`config.mk`:
```
export PLATFORM = sky130hd
export DESIGN_NAME = glpd_col_cell
export DESIGN_NICKNAME = d
export VERILOG_FILES = /design/src/design/glpd_col_cell.sv
export SDC_FILE = /design/constraint.sdc
export NUM_CORES = 1
export LEC_CHECK = 0
export ABC_AREA = 0
export BUFFER_PORTS_ARGS = -buffer_cell sky130_fd_sc_hd__buf_2
export CORE_ASPECT_RATIO = 0.6
export CORE_MARGIN = 3
export CORE_UTILIZATION = 35
export DETAILED_ROUTE_END_ITERATION = 6
export PLACE_DENSITY = 0.75
export SLEW_MARGIN = 10
export SYNTH_ARGS = -nofsm -noshare
export SYNTH_HDL_FRONTEND = slang
export SYNTH_SLANG_ARGS = --single-unit
```
`constraint.sdc`:
```
create_clock -name clk -period 0.8 [get_ports clk]
set_input_delay 0.16 -clock clk [delete_from_list [all_inputs] [get_ports clk]]
set_output_delay 0.16 -clock clk [all_outputs]
set_load 0.005 [all_outputs]
```
`src/design/glpd_col_cell.sv`:
```
`timescale 1ns / 1ps
`default_nettype none

// one column of the 3-high window: two rows above and the current row
module glpd_col_cell #(
  parameter int W = 16
) (
  input  wire                  clk,
  input  wire                  shift,
  input  wire signed [W-1:0]   top_in,
  input  wire signed [W-1:0]   mid_in,
  input  wire signed [W-1:0]   bot_in,
  output logic signed [W-1:0]  top,
  output logic signed [W-1:0]  mid,
  output logic signed [W-1:0]  bot
);

  always_ff @(posedge clk) begin
    if (shift) begin
      top <= top_in;
      mid <= mid_in;
      bot <= bot_in;
    end
  end

endmodule

`default_nettype wire

```
==> flow_summary_export.csv, run 1 <==
group,metric,value,unit
outcome,outcome,"finished with violations",
outcome,violations,"setup timing",
synthesis,syn_nets,98,
min_path,min_from,"bot_in[6]",
grt,grt_start_max_net_pins,33,
grt,grt_pass1_wl,4370,um
placed_design,dp_hpwl,2200,um
floorplan,die_y,55.7,um
synthesis,yosysSeqAreaShare,100,%
sta,fin_ws,-0.192,ns
clock_network,clk_path_buf_depth,2,
detailed_routing,vias_per_cell,4.25,
detailed_routing,totalWireLength,2830,um
worst_setup_path,arrival,0.83,ns
worst_setup_path,crit_path_cell_trace,"buf_2",
clock_network,cts_tree,"yes",
synthesis,syn_area_per_cell,30.0,um2
sta,max_freq,1010,MHz
min_path,holdPathEnd,"bot[6]$_DFFE_PP_",
detailed_routing,antenna_left,0,
clock_network,cts-root-buf,"clkbuf_8",
synthesis,syn_inst,48,
floorplan,floorplan.die_area,0.00495,mm2
grt,globalRouteOverflowTotal,0,
finish,layout-drive-gt1-share,68.4,%
sta,setup_violations,48,
worst_setup_path,path_delay_family,"flip-flops",
clock_network,clkTransAtPathRegs,0.09,ns
finish,diodes,0,
sta,slew_viol_final,0,
detailed_routing,wire_per_inst,14.0,um
worst_setup_path,cp-end-kind,"primary output",
floorplan,pin_count,98,
floorplan,initial_core_util,37.9,%
grt,grt_pass1_vias,960,
clock_network,ctsHoldBuffers,0,
sta,rsz0062_at_grt,"yes",
detailed_routing,via_count,859,
sta,finalCritPeriodShare,124,%
pwr,p_seq_share,63.0,%
worst_setup_path,path_depth,1,
pwr,sw_frac_of_total,20.6,%
min_path,hp-class,"primary input to register",
pwr,power_density,2280,mW/mm2
run,drv_cap,0,
finish,fin_util,55.5,%
finish,syn2layout_area_growth,46.5,%
detailed_routing,drtIter0Drc,15,
worst_setup_path,slowest_stage,"edfxtp_1",
pwr,pwr-share-clk,28.7,%
clock_network,cts_buffers,5,
worst_setup_path,crit_path_start_kind,"register",
placed_design,place.gp.congestion,0.673,
pwr,power_leakage,0.000916,uW
floorplan,die_w,88.8,um
floorplan,rows,17,
synthesis,ys_ff_latch,48,
pwr,p_int,3820,uW
synthesis,netlist_area,0.00144,mm2
sta,hold_ws,0.0338,ns
clock_network,cts_setup_buffers,0,
min_path,hold_depth,1,
sta,relSlewSlack,88.9,%
grt,grt_util_all_layers,12.4,%
worst_setup_path,cpPeakStageDelay,0.40,ns
finish,fin_nets,204,
sta,hold_viol,0,
placed_design,io_buffers,97,
clock_network,post_cts_resized,0,
worst_setup_path,crit_fanout,1,
floorplan,coreArea,0.00381,mm2
synthesis,yosysWarnings,0,
synthesis,ys_types,1,
pwr,peakVddDrop,1.26,mV
grt,antenna_found_initial,0,
worst_setup_path,crit_required,0.64,ns
finish,multi_input_area,0,um2
pwr,comb_power_share,8.3,%
worst_setup_path,timing_worst_setup_path_type,"register to primary output",
detailed_routing,dr.pass1.iters,3,
sta,fin_crit,0.992,ns
finish,multi_input_cells,0,
clock_network,h-tree-depth,2,
pwr,p_sw,991,uW
clock_network,cts.sinks,48,
detailed_routing,drc,0,
worst_setup_path,critical_path_buf_inv_count,1,
sta,tightest_slew,0.167,ns
[Yosys cell counts]
cell type	n	share of area, %
edfxtp_1	48	100
[metrics by stage]
step | power (uW) | TNS (ns) | cell area [um2] | worst slack (ns) | instances
floorplan | 3120 | 0 | 1440 | 0.285 | 48
global placement | 3470 | -0.368 | 2030 | -0.0134 | 194
detailed placement | 3500 | -0.934 | 2030 | -0.0304 | 194
finish | 4810 | -7.22 | 2110 | -0.192 | 202
CTS | 4890 | -8.18 | 2110 | -0.216 | 202
global route | 5090 | -9.82 | 2110 | -0.245 | 202
[cells in the final DEF (no fill, tap or decap)]
cell / n
buf_12: 2
buf_2: 97
clkbuf_8: 5
clkinv_1: 1
clkinv_2: 1
edfxtp_1: 48
inv_6: 1
[worst max path at each step]
stage / from / end / slack [ns]
6_report: top[14]$_DFFE_PP_ / top[14] / -0.19
5_1_grt: top[14]$_DFFE_PP_ / top[14] / -0.25
4_1_cts: top[14]$_DFFE_PP_ / top[14] / -0.22
3_5_place_dp: shift / bot[1]$_DFFE_PP_ / -0.03
3_3_place_gp: shift / bot[14]$_DFFE_PP_ / -0.01
2_1_floorplan: bot[0]$_DFFE_PP_ / bot[0] / 0.28
[timing repair]
item                       in CTS  in global routing
cloned                          0                  0
pin swaps                       0                  0
setup endpoints to repair      48                 48
[registers in the layout (all words and copies together), names as in the netlist]
register and cells:
top 16, mid 16, bot 16
[final cells by class]
class,count,area [um2]
flip-flops and latches,48,1440
clock inverters,3,17.5
fillers,309,1700
clock buffers,5,68.8
well taps,47,58.8
repair buffers,99,526
[metal layers]
layer / track usage (%) / share of wire [%]
met1: 12.5 / 36
met2: 19.5 / 47
met3: 9.17 / 16
met4: 5.17 / 1.1
met5: 0 / 0
[kinds of logic (layout without fill, tap and decap cells)]
family / Yosys count / count (layout) / share of synthesized area (%)
buffers and inverters: 0 / 107 / 0
DFF: 48 / 48 / 100
[power by group through the flow]
stage / sequential, uW / clock [uW] / combinational [uW]
after floorplan: 3120 / 0 / 0
after global placement: 3080 / 0 / 395
after detailed placement: 3090 / 0 / 409
after CTS: 3030 / 1450 / 408
after global routing: 3050 / 1600 / 443
final: 3030 / 1380 / 397
Power figures use the tool's default switching activity.
==> inputs of run 2 (changes only) <==
--- a/config.mk
+++ b/config.mk
@@ -11,7 +11,9 @@
 export CORE_MARGIN = 3
 export CORE_UTILIZATION = 35
 export DETAILED_ROUTE_END_ITERATION = 6
+export HOLD_SLACK_MARGIN = 0.06
 export PLACE_DENSITY = 0.75
+export SKIP_CTS_REPAIR_TIMING = 1
 export SLEW_MARGIN = 10
 export SYNTH_ARGS = -nofsm -noshare
 export SYNTH_HDL_FRONTEND = slang
==> flow_summary_export.csv, run 2 (same netlist as run 1, synthesis figures left out) <==
group,metric,value,unit
placed_design,place.gp.congestion,0.673,
finish,mostFrequentLayoutCells,"buf_2, edfxtp_1, dlygate4sd3_1",
sta,max_freq,993,MHz
sta,fin_ws,-0.207,ns
sta,rsz0062_at_grt,"yes",
outcome,violations,"setup timing",
finish,multi_input_area,0,um2
finish,finalInstanceArea,0.00259,mm2
sta,slew_viol_final,0,
floorplan,initial_core_util,37.9,%
floorplan,floorplan.die_area,0.00495,mm2
grt,antenna_found_initial,0,
finish,diodes,0,
worst_setup_path,crit_required,0.64,ns
clock_network,h-tree-depth,2,
sta,relSlewSlack,88.4,%
placed_design,io_buffers,97,
detailed_routing,dr.pass1.iters,3,
grt,grt_pass1_wl,4370,um
detailed_routing,wire_per_inst,15.3,um
sta,fin_setup_tns,-7.52,ns
placed_design,place_area,0.00203,mm2
finish,syn2layout_area_growth,79.9,%
worst_setup_path,cpPeakStageDelay,0.41,ns
grt,globalRouteOverflowTotal,0,
detailed_routing,totalWireLength,3820,um
detailed_routing,antenna_left,0,
clock_network,clk_path_buf_depth,2,
min_path,hold_depth,2,
sta,hold_ws,0.291,ns
grt,grt_util_all_layers,12.4,%
finish,reg.largest.list,"bot (16), mid (16), top (16)",
worst_setup_path,crit_path_start_kind,"register",
pwr,peakVddDrop,1.22,mV
worst_setup_path,arrival,0.85,ns
outcome,outcome,"finished with violations",
worst_setup_path,path_delay_family,"flip-flops",
finish,final_common_cell,"buf_2",
clock_network,clkTransAtPathRegs,0.09,ns
worst_setup_path,crit_path_cell_trace,"buf_2",
placed_design,place_ws,-0.0304,ns
clock_network,cts_tree,"yes",
worst_setup_path,critical_path_buf_inv_count,1,
sta,tightest_slew,0.174,ns
pwr,power_leakage,0.00112,uW
run,drv_cap,0,
finish,layout-drive-gt1-share,52.2,%
finish,n_fill_cell,255,
grt,grt_start_max_net_pins,33,
detailed_routing,drc,0,
min_path,holdPathEnd,"mid[9]$_DFFE_PP_",
min_path,hp-class,"primary input to register",
worst_setup_path,cp-end-kind,"primary output",
placed_design,dp_hpwl,2200,um
detailed_routing,drtIter0Drc,28,
clock_network,cts.sinks,48,
worst_setup_path,timing_worst_setup_path_type,"register to primary output",
sta,fin_crit,1.01,ns
worst_setup_path,crit_fanout,1,
floorplan,rows,17,
worst_setup_path,slowest_stage,"edfxtp_1",
sta,setup_violations,48,
finish,multi_input_cells,0,
clock_network,cts-root-buf,"clkbuf_8",
floorplan,die_w,88.8,um
detailed_routing,via_count,1077,
pwr,power.total,5020,uW
grt,grt_pass1_vias,960,
floorplan,die_y,55.7,um
sta,hold_viol,0,
clock_network,cts_buffers,5,
pwr,power_density,1940,mW/mm2
min_path,min_from,"shift",
detailed_routing,vias_per_cell,4.31,
floorplan,coreArea,0.00381,mm2
finish,fin_nets,252,
sta,finalCritPeriodShare,126,%
floorplan,pin_count,98,
run 2: cell types whose count changed in the layout (fill, tap and decap cells not counted), sizes merged:
cell and delta:
dlygate4sd3 +48
run 2: where the power goes:
part / switching, uW / total [uW] / internal (uW)
registers: 48.9 / 3030 / 2980
logic: 220 / 595 / 375
clock network: 778 / 1390 / 611
total: 1050 / 5020 / 3970
run 2: how the worst max path moves through the flow:
stage	startpoint	to	slack, ns	cells after the start
2_1_floorplan	bot[0]$_DFFE_PP_	bot[0]	0.28	0
3_3_place_gp	shift	bot[14]$_DFFE_PP_	-0.01	2
3_5_place_dp	shift	bot[1]$_DFFE_PP_	-0.03	2
4_1_cts	top[14]$_DFFE_PP_	top[14]	-0.22	1
5_1_grt	bot[2]$_DFFE_PP_	bot[2]	-0.26	1
6_report	bot[2]$_DFFE_PP_	bot[2]	-0.21	1
run 2: cell type report:
cell class            instances  area, um2  share of cell area (%)
Sequential cell              48       1440                    55.6
Clock inverter                3       17.5                   0.676
Tap cell                     47       58.8                    2.27
Clock buffer                  5       68.8                    2.65
Timing Repair Buffer        147       1010                    38.8
run 2: metrics by stage:
step / instances / utilization [%]
6_report: 250 / 68.1
3_3_place_gp: 194 / 53.2
4_1_cts: 202 / 55.5
2_1_floorplan: 48 / -
5_1_grt: 250 / 68.1
3_5_place_dp: 194 / 53.2
run 2: routing by layer:
metal	global-route usage, %	wire [um]	up-vias
met1	12.5	1350	505
met5	0	0	-
li1	-	-	504
met3	9.17	426	7
met2	19.5	1980	61
met4	5.17	62	0
